<file path="src/rtl/iprf_pkg.sv">
// Package for the IPv4 prefix rule filter: sizes, codes and the rule entry type.
// No dependencies; every other file of the block imports it.
package iprf_pkg;

  localparam int RULE_SLOTS   = 32;
  localparam int COUNTER_BITS = 48;
  localparam int HIT_SLOTS    = RULE_SLOTS + 1;
  localparam int RULE_IDX_W   = $clog2(RULE_SLOTS);
  localparam int HIT_IDX_W    = $clog2(HIT_SLOTS);

  // Field widths
  localparam int SLOT_W   = 6;
  localparam int PREFIX_W = 6;
  localparam int ADDR_W   = 32;
  localparam int LEN_W    = 16;
  localparam int ETYPE_W  = 16;
  localparam int HITS_W   = 48;
  localparam int BYTES_W  = 64;

  // Operation codes
  localparam logic [1:0] OP_CLASSIFY   = 2'd0;
  localparam logic [1:0] OP_WRITE_RULE = 2'd1;
  localparam logic [1:0] OP_READ_HITS  = 2'd2;

  localparam logic [ETYPE_W-1:0] ETHER_IPV4 = 16'h0800;

  // Slot codes reported in matched_slot
  localparam logic [SLOT_W-1:0] SLOT_DEFAULT = SLOT_W'(RULE_SLOTS);
  localparam logic [SLOT_W-1:0] SLOT_NONE    = SLOT_W'(RULE_SLOTS + 1);

  localparam logic [PREFIX_W-1:0] PREFIX_FULL = PREFIX_W'(32);

  // Configuration port
  localparam int CFG_IDX_W  = 4;
  localparam int CFG_DATA_W = 6;
  localparam logic [CFG_IDX_W-1:0] CFG_ACTIVE_RULE_COUNT = CFG_IDX_W'(0);
  localparam logic [CFG_IDX_W-1:0] CFG_DEFAULT_DROP      = CFG_IDX_W'(1);

  localparam logic [COUNTER_BITS-1:0] COUNT_MAX = {COUNTER_BITS{1'b1}};

  // One stored rule
  typedef struct packed {
    logic [ADDR_W-1:0]   src_net;
    logic [ADDR_W-1:0]   dst_net;
    logic [PREFIX_W-1:0] src_prefix;
    logic [PREFIX_W-1:0] dst_prefix;
    logic                drops;
  } rule_entry_t;

  // Compare outcome of the rule read last cycle
  typedef struct packed {
    logic hit;
    logic drops;
  } rule_match_t;

endpackage

</file>
<file path="src/rtl/iprf_rule_table.sv">
// Rule table: synchronous memory of rule entries with a registered read port,
// and the prefix-masked compare of the entry just read. Depends on iprf_pkg.
module iprf_rule_table import iprf_pkg::*; (
  input  logic                  clk,
  input  logic                  wr_en,
  input  logic [RULE_IDX_W-1:0] wr_addr,
  input  rule_entry_t           wr_entry,
  input  logic                  rd_en,
  input  logic [RULE_IDX_W-1:0] rd_addr,
  input  logic [ADDR_W-1:0]     pkt_src,
  input  logic [ADDR_W-1:0]     pkt_dst,
  output rule_match_t           match
);

  rule_entry_t rule_mem [RULE_SLOTS];
  rule_entry_t rd_entry_r;

  // Prefix length to network mask; lengths above 32 count as 32
  function automatic logic [ADDR_W-1:0] prefix_mask(input logic [PREFIX_W-1:0] prefix);
    logic [PREFIX_W-1:0] len;
    len = (prefix > PREFIX_FULL) ? PREFIX_FULL : prefix;
    if (len == '0) begin
      prefix_mask = '0;
    end else begin
      prefix_mask = {ADDR_W{1'b1}} << (PREFIX_FULL - len);
    end
  endfunction

  // Write port and registered read port
  always_ff @(posedge clk) begin
    if (wr_en) begin
      rule_mem[wr_addr] <= wr_entry;
    end
    if (rd_en) begin
      rd_entry_r <= rule_mem[rd_addr];
    end
  end

  // Stored nets are compared unmasked, so host bits in a net never match
  always_comb begin
    match.hit = ((pkt_src & prefix_mask(rd_entry_r.src_prefix)) == rd_entry_r.src_net) &&
                ((pkt_dst & prefix_mask(rd_entry_r.dst_prefix)) == rd_entry_r.dst_net);
    match.drops = rd_entry_r.drops;
  end

endmodule

</file>
<file path="config.mk">
export PLATFORM = sky130hd
export DESIGN_NAME = iprf_rule_table
export DESIGN_NICKNAME = d
export VERILOG_FILES = /design/src/rtl/iprf_pkg.sv /design/src/rtl/iprf_rule_table.sv
export SDC_FILE = /design/constraint.sdc
export NUM_CORES = 2
export LEC_CHECK = 0
export BUFFER_PORTS_ARGS = -buffer_cell sky130_fd_sc_hd__buf_4
export CAP_MARGIN = 20
export CORE_MARGIN = 5
export CORE_UTILIZATION = 50
export DETAILED_ROUTE_END_ITERATION = 12
export PLACE_DENSITY = 0.71
export SETUP_SLACK_MARGIN = 0.5
export SLEW_MARGIN = 0
export SYNTH_ARGS = -nofsm -noshare
export SYNTH_HDL_FRONTEND = slang
export SYNTH_SLANG_ARGS = --single-unit
</file>
<file path="constraint.sdc">
create_clock -name clk -period 5.95 [get_ports clk]
set_input_delay 0.595 -clock clk [delete_from_list [all_inputs] [get_ports clk]]
set_output_delay 0.595 -clock clk [all_outputs]
set_load 0.02 [all_outputs]
</file>
==> results.json <==
{
  "rows": 162,
  "drt-vias-per-instance": 6.44,
  "synth_area_um2": 98000,
  "post-route-drc-count": 0,
  "place_ws_ns": 0.603,
  "grt_overflow": 0,
  "synthToLayoutAreaGrowth_pct": 14.0,
  "synth_ff_type": "edfxtp_1",
  "final_nets": 4509,
  "hp-class": "input pin to register",
  "wire_per_inst_um": 35.4,
  "worstPathRequired_ns": 5.36,
  "core-area_um2": 195000,
  "seq_area_frac_synth": 0.778,
  "cp_common_cell": "buf_4",
  "final_max_slew_viol_count": 0,
  "via_count": 46400,
  "async_flop_share": 0,
  "path_clk_slew_ns": 0.06,
  "period_share": 0.904,
  "grt_setup_unrepaired": "no",
  "worstPathCellList": "nor4_2, o21ai_2, nand2_1, a211oi_1, nor4b_1, nand4_1, or4_1, nor4_4, buf_4, buf_4",
  "yosys.area.top_type": "edfxtp_1",
  "ys_types": 82,
  "fin_tns_setup_ns": 0,
  "die_w_um": 453,
  "yosys.cell_count.top_type": "edfxtp_1",
  "setup_ws_ns": 0.569,
  "placed_area_um2": 103000,
  "grt_busiest_layer": "met2",
  "synthCells": 4012,
  "die_area_um2": 205000,
  "met1_usage": 0.336,
  "ys_ff_latch": 2541,
  "io_buffers": 155,
  "grt_use_met2": 0.402,
  "p_leak_nw": 34.7,
  "synth_common_cells": "edfxtp_1 (2,541), mux4_2 (770), clkbuf_1 (147), mux2_2 (80), nand2_1 (58)",
  "drt-initial-drc-count": 6171,
  "endpoint_kind": "output pin",
  "ant_nets": 0,
  "cts.path.max_buffers": 3,
  "min_period_ns": 5.38,
  "status": "finished clean",
  "grt_pass1_wl_um": 359000,
  "synthTopCellsByArea": "edfxtp_1 (78%), mux4_2 (18%), mux2_2 (0.92%), clkbuf_1 (0.56%), nand2_1 (0.22%)",
  "synth_edf_count": 2541,
  "worst_path_max_delay_cell": "nor4_2",
  "slew_headroom": 0.271,
  "dp.cells": 6716,
  "htreeDepth": 4,
  "crit_arrival_ns": 4.79,
  "cts_buffers": 240,
  "synth_area_per_cell_um2": 24.4,
  "drv_cap": 0,
  "crit_path_max_fanout": 10,
  "place_hpwl_um": 138000,
  "grt_pass1_vias": 46800,
  "start_util": 0.503,
  "place_congestion": 0.890,
  "max_freq_mhz": 186,
  "pin_count": 156,
  "synth_top_area_frac": 0.778,
  "finalNonFillerCells": 7200,
  "routed_wirelength_um": 255000,
  "die_y_um": 453,
  "fin_area_um2": 112000,
  "clk_latency_ns": 0.89,
  "worst_pin_slew_ns": 1.09,
  "fin_worst_skew_ns": 0.0612,
  "cp_slowest_stage_delay_ns": 0.75,
  "dr.pass1.iters": 5,
  "antenna_found_initial": 25,
  "drive_above_1_share": 0.341,
  "critical_path_class": "register to output pin",
  "grt_max_degree": 79,
  "met3_usage": 0.0455,
  "ir_drop_uv": 275,
  "yosys_warnings": 0,
  "hold_viol": 0,
  "cts-root-buf": "clkbuf_16",
  "setup_viol": 0,
  "synthesis.nets": 4172,
  "cts_tree": "built",
  "crit_path_start_kind": "register",
  "clkSinkCount": 2541,
  "grt_usage": 0.250,
  "p_per_area_nw_per_um2": 338
}
## area by class of cell
| cell class | instances | area (um2) |
|---|---|---|
| Fill cell | 13700 | 83300 |
| Sequential cell | 2541 | 76300 |
| Multi-Input combinational cell | 1248 | 21200 |
| Clock buffer | 296 | 6300 |
| Tap cell | 2624 | 3280 |
| Timing Repair Buffer | 299 | 2780 |
| Clock inverter | 158 | 1700 |
| Inverter | 19 | 71.3 |
| Antenna cell | 15 | 37.5 |
## worst paths after layout
path                              startpoint                        end  slack [ns]  cells past startpoint
setup reg to reg  rule_mem[16][10]$_DFFE_PP_   rd_entry_r[10]$_DFFE_PP_        3.89                      3
hold / removal                  wr_entry[37]  rule_mem[3][37]$_DFFE_PP_        0.11                      1
setup / recovery     rd_entry_r[3]$_DFFE_PP_                   match[1]        0.57                     10
hold reg to reg   rule_mem[21][32]$_DFFE_PP_   rd_entry_r[32]$_DFFE_PP_        0.98                      3
## state kept, by name, indices dropped and copies added, names as in the netlist
register    flops
rule_mem     2464
rd_entry_r     76
match           1
## per-layer routing
layer	vias to the layer above	part of all wire	wire length, um
li1	18200	-	-
met1	25000	0.37	94100
met2	2633	0.49	125000
met3	504	0.085	21600
met4	14	0.055	14100
met5	-	0.00040	102
## cell families (layout without fill, tap and decap cells)
logic type               count (synthesis)  after routing  synth area share
flip-flops                            2541           2541             0.778
multiplexers                           855            855             0.187
AND/OR/NAND/NOR                        224            224            0.0124
buffers and inverters                  224            772           0.00901
AO/OA/AOI/OAI                          137            138            0.0103
XOR/XNOR                                25             25           0.00239
adder cells (fa/ha/maj)                  6              6          0.000766
other                                    0             15                 0
## report_power, final
group	switching (mW)	internal [mW]
logic	1.29	0.938
clock network	6.60	8.79
registers	0.120	20.0
## critical path: cells and delay by family (launching register included)
| family | cells | cell delay (ns) |
|---|---|---|
| DFF | 1 | 0.55 |
| buffers and inverters | 2 | 0.33 |
| and+or+nand+nor | 6 | 2.61 |
| AOI/OAI and AO/OA | 2 | 0.42 |
## cell usage in the layout, fill, tap and decap left out, drive strengths merged, types with 13 or more instances in the layout
master     n
mux4     770
edfxtp  2541
xor2      13
buf      295
mux2      80
nand3     19
bufinv    29
o21ai     22
a21oi     15
clkbuf   299
nand2     58
inv       26
nand4     15
clkinv   111
nor2      49
diode     15
## what timing repair did
action / CTS / global route
cloned: 1 / 0
hold buffers: 1 / 0
endpoints found under the hold margin: 2 / 0
gates resized for setup: 12 / 21
setup buffers: 1 / 12
pin swaps: 2 / 3
setup endpoints to repair: 1 / 1
## stage by stage
step | util | power (mW) | hold slack, ns
finish | 0.573 | 37.7 | 0.109
global route | 0.573 | 38.9 | 0.0715
CTS | 0.572 | 37.9 | 0.0387
detailed placement | 0.530 | 22.7 | 0.923
global placement | 0.530 | 22.6 | 0.914
floorplan | - | 21.7 | 0.694
(Power assumes the default switching activity.)
